--- src/rtl/core/lsbse_pkg.sv ---
// shared types and codes for the lsb stego extractor
// no dependencies; imported by lsbse_decoder and lsb_stego_extractor_unit
package lsbse_pkg;

    localparam int PIXEL_W = 24;
    localparam int VALUE_W = 32;
    localparam int KIND_W  = 2;

    // result kind codes
    typedef enum logic [KIND_W-1:0] {
        KIND_NAME = 2'd0,
        KIND_TERM = 2'd1,
        KIND_SIZE = 2'd2,
        KIND_DATA = 2'd3
    } kind_t;

    // one decoded result, valid for the item being processed
    typedef struct packed {
        logic               valid;
        kind_t              kind;
        logic [VALUE_W-1:0] value;
        logic               last;
    } result_t;

endpackage

--- src/rtl/core/lsbse_decoder.sv ---
// bit extraction and message framing state for the lsb stego extractor
// depends on lsbse_pkg; one item is decoded in the cycle that advance is high
module lsbse_decoder (
    input  logic                          clk,
    input  logic                          rst_n,
    input  logic                          advance,
    input  logic [lsbse_pkg::PIXEL_W-1:0] pixel_rgb,
    input  logic                          first_pixel,
    output lsbse_pkg::result_t            res
);
    import lsbse_pkg::*;

    typedef enum logic [1:0] {
        PH_NAME = 2'd0,
        PH_SIZE = 2'd1,
        PH_DATA = 2'd2,
        PH_DONE = 2'd3
    } phase_t;

    phase_t        phase_reg, phase_next;
    logic [1:0]    channel_reg, channel_next;
    logic [2:0]    bit_cnt_reg, bit_cnt_next;
    logic [7:0]    byte_reg, byte_next;
    logic [31:0]   size_reg, size_next;
    logic [4:0]    size_cnt_reg, size_cnt_next;
    logic [34:0]   remain_reg, remain_next;

    // state as seen by this item, after a possible restart
    phase_t        phase_eff;
    logic [1:0]    channel_eff;
    logic [2:0]    bit_cnt_eff;
    logic [7:0]    byte_eff;
    logic [31:0]   size_eff;
    logic [4:0]    size_cnt_eff;
    logic [34:0]   remain_eff;

    logic          bit_in;
    logic [7:0]    byte_shifted;
    logic [31:0]   size_shifted;

    // restart clears everything before the pixel is decoded
    always_comb
    begin
        if (first_pixel)
        begin
            phase_eff    = PH_NAME;
            channel_eff  = 2'd0;
            bit_cnt_eff  = 3'd0;
            byte_eff     = 8'd0;
            size_eff     = 32'd0;
            size_cnt_eff = 5'd0;
            remain_eff   = 35'd0;
        end
        else
        begin
            phase_eff    = phase_reg;
            channel_eff  = channel_reg;
            bit_cnt_eff  = bit_cnt_reg;
            byte_eff     = byte_reg;
            size_eff     = size_reg;
            size_cnt_eff = size_cnt_reg;
            remain_eff   = remain_reg;
        end
    end

    // pick the lsb of red, green or blue
    always_comb
    begin
        case (channel_eff)
            2'd0:    bit_in = pixel_rgb[16];
            2'd1:    bit_in = pixel_rgb[8];
            default: bit_in = pixel_rgb[0];
        endcase
    end

    assign byte_shifted = {byte_eff[6:0], bit_in};
    assign size_shifted = {size_eff[30:0], bit_in};

    // next state and result for this item
    always_comb
    begin
        phase_next    = phase_eff;
        channel_next  = channel_eff;
        bit_cnt_next  = bit_cnt_eff;
        byte_next     = byte_eff;
        size_next     = size_eff;
        size_cnt_next = size_cnt_eff;
        remain_next   = remain_eff;
        res.valid     = 1'b0;
        res.kind      = KIND_NAME;
        res.value     = '0;
        res.last      = 1'b0;

        if (phase_eff != PH_DONE)
        begin
            channel_next = (channel_eff >= 2'd2) ? 2'd0 : channel_eff + 2'd1;
            if (phase_eff == PH_SIZE)
            begin
                size_next = size_shifted;
                if (size_cnt_eff == 5'd31)
                begin
                    size_cnt_next = 5'd0;
                    remain_next   = {size_shifted, 3'b000};
                    res.valid     = 1'b1;
                    res.kind      = KIND_SIZE;
                    res.value     = size_shifted;
                    res.last      = (size_shifted == 32'd0);
                    phase_next    = (size_shifted == 32'd0) ? PH_DONE : PH_DATA;
                end
                else
                begin
                    size_cnt_next = size_cnt_eff + 5'd1;
                end
            end
            else
            begin
                byte_next    = byte_shifted;
                bit_cnt_next = bit_cnt_eff + 3'd1;
                if (phase_eff == PH_DATA)
                begin
                    remain_next = remain_eff - 35'd1;
                end
                if (bit_cnt_eff == 3'd7)
                begin
                    byte_next = 8'd0;
                    res.valid = 1'b1;
                    res.value = {24'd0, byte_shifted};
                    if (phase_eff == PH_NAME)
                    begin
                        if (byte_shifted == 8'd0)
                        begin
                            res.kind   = KIND_TERM;
                            phase_next = PH_SIZE;
                        end
                        else
                        begin
                            res.kind = KIND_NAME;
                        end
                    end
                    else
                    begin
                        res.kind = KIND_DATA;
                        res.last = (remain_next == 35'd0);
                        if (remain_next == 35'd0)
                        begin
                            phase_next = PH_DONE;
                        end
                    end
                end
            end
        end

        if (!advance)
        begin
            res.valid = 1'b0;
        end
    end

    // framing state
    always_ff @(posedge clk or negedge rst_n)
    begin
        if (!rst_n)
        begin
            phase_reg    <= PH_NAME;
            channel_reg  <= 2'd0;
            bit_cnt_reg  <= 3'd0;
            byte_reg     <= 8'd0;
            size_reg     <= 32'd0;
            size_cnt_reg <= 5'd0;
            remain_reg   <= 35'd0;
        end
        else if (advance)
        begin
            phase_reg    <= phase_next;
            channel_reg  <= channel_next;
            bit_cnt_reg  <= bit_cnt_next;
            byte_reg     <= byte_next;
            size_reg     <= size_next;
            size_cnt_reg <= size_cnt_next;
            remain_reg   <= remain_next;
        end
    end

    // checks
    a_last_only_at_end: assert property (@(posedge clk) disable iff (!rst_n)
        res.valid && (res.kind == KIND_NAME || res.kind == KIND_TERM) |-> !res.last)
        else $error("last flagged on a name result");

    a_done_after_last: assert property (@(posedge clk) disable iff (!rst_n)
        res.valid && res.last |=> phase_reg == PH_DONE)
        else $error("decoder not done after last result");

    a_done_holds: assert property (@(posedge clk) disable iff (!rst_n)
        phase_reg == PH_DONE && !(advance && first_pixel) |=> phase_reg == PH_DONE)
        else $error("decoder left done without a restart");

    a_channel_range: assert property (@(posedge clk) disable iff (!rst_n)
        channel_reg != 2'd3)
        else $error("channel select out of range");

endmodule

--- src/rtl/core/lsb_stego_extractor_unit.sv ---
// top level of the lsb stego extractor: input register, decoder, result register
// depends on lsbse_pkg and lsbse_decoder
//
// usage:
//   pixels enter on the s_axis channel, one item per pixel in raster order;
//   s_axis_tuser marks the first pixel of an image and restarts decoding there.
//   each pixel gives one hidden bit (lsb of red, green, blue in rotation).
//   results leave on the m_axis channel: name bytes, the name terminator,
//   the 32-bit payload size, then payload bytes; tlast marks the final result.
//   pixels after the final result give nothing until a restart.
// order: an accepted pixel waits in the input register until the result
//   register is free; the decoder then steps and registers its result for m_axis.
// throughput: one pixel per cycle while the result register is free; the
//   decoder step is combinational between the input and result registers.
// stalls: when m_axis_tready is low with a result waiting, the decoder holds
//   and the input register holds one pixel; s_axis_tready drops once it does.
// reset: rst_n clears both registers' valid flags and the decoder state,
//   so decoding starts in the name phase on the red channel.
module lsb_stego_extractor_unit (
    input  logic                          clk,
    input  logic                          rst_n,
    input  logic                          s_axis_tvalid,
    output logic                          s_axis_tready,
    input  logic [lsbse_pkg::PIXEL_W-1:0] s_axis_tdata,   // [23:0] pixel_rgb
    input  logic                          s_axis_tuser,   // [0] first_pixel
    output logic                          m_axis_tvalid,
    input  logic                          m_axis_tready,
    output logic [lsbse_pkg::VALUE_W-1:0] m_axis_tdata,   // [31:0] value
    output logic [lsbse_pkg::KIND_W-1:0]  m_axis_tuser,   // [1:0] kind
    output logic                          m_axis_tlast    // last
);
    import lsbse_pkg::*;

    logic                in_valid_reg;
    logic [PIXEL_W-1:0]  in_pixel_reg;
    logic                in_first_reg;
    logic                out_valid_reg;
    logic [VALUE_W-1:0]  out_value_reg;
    kind_t               out_kind_reg;
    logic                out_last_reg;
    logic                out_free;
    logic                advance;
    result_t             res;

    // the held pixel is decoded when the result register can take a result
    assign out_free      = !out_valid_reg || m_axis_tready;
    assign advance       = in_valid_reg && out_free;
    assign s_axis_tready = !in_valid_reg || out_free;

    lsbse_decoder u_decoder (
        .clk         (clk),
        .rst_n       (rst_n),
        .advance     (advance),
        .pixel_rgb   (in_pixel_reg),
        .first_pixel (in_first_reg),
        .res         (res)
    );

    // input register
    always_ff @(posedge clk or negedge rst_n)
    begin
        if (!rst_n)
        begin
            in_valid_reg <= 1'b0;
        end
        else if (s_axis_tready)
        begin
            in_valid_reg <= s_axis_tvalid;
        end
    end

    always_ff @(posedge clk)
    begin
        if (s_axis_tready && s_axis_tvalid)
        begin
            in_pixel_reg <= s_axis_tdata;
            in_first_reg <= s_axis_tuser;
        end
    end

    // result register
    always_ff @(posedge clk or negedge rst_n)
    begin
        if (!rst_n)
        begin
            out_valid_reg <= 1'b0;
        end
        else if (out_free)
        begin
            out_valid_reg <= res.valid;
        end
    end

    always_ff @(posedge clk)
    begin
        if (res.valid)
        begin
            out_value_reg <= res.value;
            out_kind_reg  <= res.kind;
            out_last_reg  <= res.last;
        end
    end

    assign m_axis_tvalid = out_valid_reg;
    assign m_axis_tdata  = out_value_reg;
    assign m_axis_tuser  = out_kind_reg;
    assign m_axis_tlast  = out_last_reg;

    // checks
    a_no_overwrite: assert property (@(posedge clk) disable iff (!rst_n)
        out_valid_reg && !m_axis_tready |=> out_valid_reg)
        else $error("pending result dropped");

    a_result_needs_item: assert property (@(posedge clk) disable iff (!rst_n)
        res.valid |-> in_valid_reg && out_free)
        else $error("result without a decoded item");

    a_input_held_on_stall: assert property (@(posedge clk) disable iff (!rst_n)
        in_valid_reg && !out_free |=> in_valid_reg && $stable(in_pixel_reg))
        else $error("held pixel lost while stalled");

endmodule

--- config.mk ---
export PLATFORM = sky130hd
export DESIGN_NAME = lsb_stego_extractor_unit
export DESIGN_NICKNAME = d
export VERILOG_FILES = /design/src/rtl/core/lsbse_pkg.sv /design/src/rtl/core/lsbse_decoder.sv /design/src/rtl/core/lsb_stego_extractor_unit.sv
export SDC_FILE = /design/constraint.sdc
export NUM_CORES = 1
export LEC_CHECK = 0
export BUFFER_PORTS_ARGS = -buffer_cell sky130_fd_sc_hd__buf_4
export CORE_ASPECT_RATIO = 0.8
export CORE_MARGIN = 5
export CORE_UTILIZATION = 50
export DETAILED_ROUTE_END_ITERATION = 16
export PLACE_DENSITY = 0.78
export SETUP_SLACK_MARGIN = 0.02
export SYNTH_ARGS = -nofsm -noshare
export SYNTH_HDL_FRONTEND = slang
export SYNTH_SLANG_ARGS = --single-unit
--- constraint.sdc ---
create_clock -name clk -period 6.8 [get_ports clk]
set_clock_uncertainty 0.05 [all_clocks]
set_input_delay 0.34 -clock clk [delete_from_list [all_inputs] [get_ports clk]]
set_output_delay 0.34 -clock clk [all_outputs]
set_load 0.05 [all_outputs]
# Word-level counts from Yosys, hierarchy flattened

Index checks and enable logic that the tools add are counted.

Order comparisons: 1
Mux-type cells: 42
Add/sub/neg operators: 4
Eq/ne operators: 6
Reduce and logical (&&, ||, !) cells: 11

Operators with widths:

| kind                                                      | number |
|---|---|
| two-way mux 35 bit                                        | 7 |
| two-way mux 36 bit                                        | 4 |
| two-way mux 32 bit                                        | 3 |
| logical NOT 35 bit                                        | 1 |
| subtractor 35 x 1 -> 35 bit (second input constant)       | 1 |
| logical NOT 32 bit                                        | 1 |
| two-way mux 8 bit                                         | 4 |
| two-way mux 2 bit                                         | 12 |
| two-way mux 5 bit                                         | 4 |
| two-way mux 3 bit                                         | 3 |
| logical NOT 8 bit                                         | 1 |
| adder 5 x 1 -> 5 bit (second input constant)              | 1 |
| == test 5 bit (second input constant)                     | 1 |
| == test 2 x 1 -> 1 bit (second input constant)            | 2 |
| logical NOT 2 bit                                         | 2 |
| two-way mux 1 bit                                         | 4 |
| adder 3 x 1 -> 3 bit (second input constant)              | 1 |
| == test 3 bit (second input constant)                     | 1 |
| adder 2 x 1 -> 2 bit (second input constant)              | 1 |
| == test 2 bit (second input constant)                     | 1 |
| greater-or-equal comparator 2 bit (second input constant) | 1 |
| logical AND 1 bit                                         | 2 |
| logical NOT 1 bit                                         | 2 |
| logical OR 1 bit                                          | 2 |
| 2 further kinds                                           | 2 |

Input port bits: 29
Bits in registers: 142
Logic and storage cells: 78
Output and inout bits: 37

# Logic depth before layout (Yosys ltp)

Depth in word-level cells: 11
Depth in mapped cells: 15
Gate-level depth less buffers: 11

# Modules after synthesis

Synthesis repeated with hierarchy kept, for this count alone.

Cell total of the unflattened synthesis: 692
Area total of the unflattened synthesis: 7,282.0 um^2

By module, submodules not included:

| module                   | cells each | times used | sequential area each (um^2) | area each (um^2) |
|---|---|---|---|---|
| lsbse_decoder            | 624        | 1          | 2,127.0                     | 5,376.4 |
| lsb_stego_extractor_unit | 68         | 1          | 1,851.8                     | 1,905.6 |

# Least setup slack after synthesis

OpenSTA, ideal clock, no wires.

Path kind: register to register
From: register in_first_reg
To: register out_last_reg, in the netlist m_axis_tlast, data pin
Setup time: 0.131 ns
Cell stages (with the launch flop): 16
Data arrival time: 3.295 ns
Path buffers: 4
Setup slack: 3.324 ns
Data required time: 6.619 ns
Clock period less this slack: 3.476 ns
Cell sequence: edfxtp_1 buf_6 inv_1 clkbuf_8 buf_6 clkbuf_1 nand2_1 ha_1 nor2b_1 nand3_1 or3_1 mux2i_1 or4_1 or4_1 nor4_2 a31o_1

Word-level cells in the longest chain between the ends: 9
Elaborated cells between the ends (all ways): 25
Classes of those cells: add/sub: 1; eq/ne: 6; mux: 14; reduce/logical: 4

Ends and longest elaborated chain:

| element                                                      | RTL line                                   | RTL |
|---|---|---|
| start: declaration                                           | lsb_stego_extractor_unit.sv:36             | `logic in_first_reg;` |
| start signal: assignment                                     | lsb_stego_extractor_unit.sv:77             | `in_first_reg <= s_axis_tuser;` |
| two-way mux 35 bit or two-way mux 2 bit (tied branches)      | lsbse_decoder.sv:44                        | `if (first_pixel)` |
| subtractor 35 x 1 -> 35 bit or == test 2 bit (tied branches) | lsbse_decoder.sv:121, lsbse_decoder.sv:119 |  |
| two-way mux 35 bit                                           | lsbse_decoder.sv:119                       | `if (phase_eff == PH_DATA)` |
| two-way mux 35 bit                                           | lsbse_decoder.sv:97                        | `if (phase_eff == PH_SIZE)` |
| two-way mux 35 bit                                           | lsbse_decoder.sv:94                        | `if (phase_eff != PH_DONE)` |
| logical NOT 35 bit                                           | lsbse_decoder.sv:143                       | `res.last = (remain_next == 35'd0);` |
| two-way mux 1 bit                                            | lsbse_decoder.sv:128                       | `if (phase_eff == PH_NAME)` |
| two-way mux 36 bit                                           | lsbse_decoder.sv:123                       | `if (bit_cnt_eff == 3'd7)` |
| two-way mux 36 bit                                           | lsbse_decoder.sv:97                        |  |
| end signal: assignment                                       | lsb_stego_extractor_unit.sv:100            | `out_last_reg <= res.last;` |
| end: declaration                                             | lsb_stego_extractor_unit.sv:40             | `logic out_last_reg;` |

Several ways; a longest one is shown, not always the timed one. The select of a mux whose other input is x is not followed.
A chain may end at the register's enable or synchronous reset.

# Worst setup path after layout

Same ends and word-level chain as after synthesis.

==> flow_summary.ini <==
[yosys]
synth-seq-cells = 126
synth.most_common_cell = dfrtp_1
yosysWarningCount = 0
synth_area_um2 = 6663
synthesis.nets = 703
synthTopCellsByArea = dfrtp_1 (33%), edfxtp_1 (18%), a22o_1 (5.3%)
synthTopCellsByCount = dfrtp_1 (87), nand2_1 (66), nor2_1 (62)
syn_inst = 669
ys.flop_type = dfrtp_1
avgSynthCellArea_um2 = 9.959
yosys.area.top_type = dfrtp_1
synth_edf_count = 39
synth_cell_type_count = 69
ys_async_sr_fraction = 0.6905
seq_area_frac_synth = 0.5025
yosysTopAreaCellShare = 0.3268

[timing]
rsz0062_at_grt = no
layout_worst_path_cycle_share = 0.6141
drv_slew = 0
period_needed_ns = 4.176
fmax_mhz = 239.5
worst_pin_slew_ns = 1.229
timing.setup.tns_ns = 0
maxSlewHeadroom = 0.1749
finalSetupViolCount = 0
finalHoldViolCount = 0

[cts]
root_buffer = clkbuf_16
htree_levels = 4
cts_buffers = 17
cts_tree = yes
post_cts_buffers = 0
cts.sinks = 126
worstSkewPairLatency_ns = 0.42
ctsResizeCount = 0
clk_pin_slew_worst_paths_ns = 0.06
max-clock-path-buffers = 2

[floorplanning]
dieArea_um2 = 15750
io_pins = 66
start_util = 0.5140
fp.dieW_um = 139.1
fp-row-count = 37
coreArea_um2 = 12960
chipHeight_um = 113.3

[global_routing]
grt_usage = 0.2390
grt-ovfl-total = 0
antenna_found_initial = 0
grt_pass1_wl_mm = 30.10
grt_start_max_net_pins = 55
grt_pass1_vias = 5495

[drt]
vias_per_cell = 6.468
ant_nets = 0
drtIter0Drc = 734
wirelength_mm = 18.80
vias = 5711
first_pass_iters = 7
drc_errors = 0
detail_route.wl_per_cell_um = 21.29

[power_and_ir_drop]
p_per_area_nw_per_um2 = 260.8
p_leak_nw = 3.287
pwr-share-comb = 0.111
irDropWorstVdd_uv = 239.1
clkPwrFrac = 0.462
p_seq_frac = 0.427
p_int_mw = 1.437
switchingPower_mw = 0.5555
swShare = 0.2788

[finish]
insertedDiodeCount = 0
fillers = 1116
drive_gt1_frac = 0.1525
final_nets = 729
post-route-util = 0.5894
syn_to_final_growth_pct = 14.67
seq_area_um2 = 3348
multiInputGateArea_um2 = 3028
final_cells = 883
largest_reg_flops = 35

[critical_path]
critPathTopFamily = simple AND/OR/NAND/NOR gates
cpMaxStageDelayCell = or4_1
required_ns = 7.03
worstPathBufferInverterCount = 2
cp_common_cell = or4_1
end_kind = register
critPathMaxStageDelay_ns = 0.58
path_class = register to register
path_cells = inv_1, buf_4, nand2_1, ha_1, nor2b_1, nand3_1, or3_1, mux2i_1, or4_1, or4_1, nor4_2, a31o_1
critPathLaunchType = register
cp_data_arrival_time_ns = 4.41
crit_fanout = 20

[place]
dpl.cell_count = 850
place_congestion = 0.9852
port_buffers = 44
dp_hpwl_mm = 12.45

[flow_run]
drv_cap = 0

[worst_hold_path]
min_path_type = input pin to register

[outcome]
status = finished, final reports clean
==> stage by stage <==
stage / total power, mW / cell area (µm²) / setup slack, ns / hold WS [ns]
2_1_floorplan: 1.014 / 6663 / 3.324 / -0.005591
3_5_place_dp: 1.080 / 7034 / 2.782 / 0.2942
4_1_cts: 1.994 / 7640 / 2.738 / 0.03802
3_3_place_gp: 1.072 / 7034 / 2.834 / 0.2922
5_1_grt: 2.062 / 7640 / 2.511 / 0.03842
6_report: 1.993 / 7640 / 2.624 / 0.04541
==> power groups by stage <==
stage / Combinational (mW) / Sequential, mW / Clock [mW]
floorplan: 0.173 / 0.842 / 0
global route: 0.242 / 0.856 / 0.964
global placement: 0.209 / 0.863 / 0
CTS: 0.219 / 0.850 / 0.925
detailed placement: 0.216 / 0.864 / 0
finish: 0.221 / 0.852 / 0.920
==> cells in the final DEF, fill, tap and decap left out, types with 8 or more instances in the layout <==
master	n
and3_1	23
nor2_1	60
nor3_1	20
o21ai_0	41
xnor2_1	13
nand2_1	66
nor4_1	17
buf_4	55
edfxtp_1	39
a22o_1	40
nand3_1	12
a21oi_1	39
nand2b_1	8
o22ai_1	12
nor2b_1	13
clkbuf_16	17
dfrtp_1	87
==> metal layers <==
layer,vias up,GRT usage,part of all wire
met5,-,0,0
met4,0,0.05541,0.013
met3,30,0.05703,0.084
met2,280,0.3830,0.47
met1,2829,0.3328,0.43
li1,2572,-,-
==> final timing paths <==
check,from,depth (start not counted),slack (ns),endpoint
min in group asynchronous,rst_n,2,0.39,u_decoder.size_reg[28]$_DFFE_PN0P_
worst max-delay path,in_first_reg$_DFFE_PP_,12,2.62,m_axis_tlast$_SDFFCE_PP0P_
max in group asynchronous,rst_n,3,5.27,u_decoder.byte_reg[2]$_DFFE_PN0P_
worst min register to register,u_decoder.size_cnt_reg[4]$_DFFE_PN0P_,1,0.44,u_decoder.size_cnt_reg[4]$_DFFE_PN0P_
worst min-delay path,s_axis_tdata[8],1,0.05,in_pixel_reg[8]$_DFFE_PP_
worst max register to register,in_first_reg$_DFFE_PP_,12,2.62,m_axis_tlast$_SDFFCE_PP0P_
==> cells by family after synthesis <==
family                   synth area share
buffers and inverters             0.04432
adder cells (fa/ha/maj)          0.009390
AND/OR/NAND/NOR                    0.2128
XOR/XNOR                          0.02103
AO/OA/AOI/OAI                      0.1957
flip-flops                         0.5025
multiplexers                      0.01427
==> cell type report <==
cell class,count,area share
clock inverters,14,0.02047
multi-input cells,487,0.3963
flip-flops and latches,126,0.4383
well taps,175,0.02866
inverters,7,0.003439
repair buffers,56,0.05536
clock buffers,18,0.05748
==> repair_timing <==
item / CTS / global route
endpoints found under the setup margin: 0 / 0
hold buffers: 1 / 0
endpoints found under the hold margin: 38 / 0
==> worst register-to-register path, stage by stage, from the launching register on <==
cell and delay, ns:
edfxtp_1 0.35, inv_1 0.31, buf_4 0.32, nand2_1 0.08, ha_1 0.27, nor2b_1 0.21, nand3_1 0.19, or3_1 0.40
mux2i_1 0.15, or4_1 0.58, or4_1 0.51, nor4_2 0.41, a31o_1 0.21
Note: power is estimated with default switching activity, not from simulation.
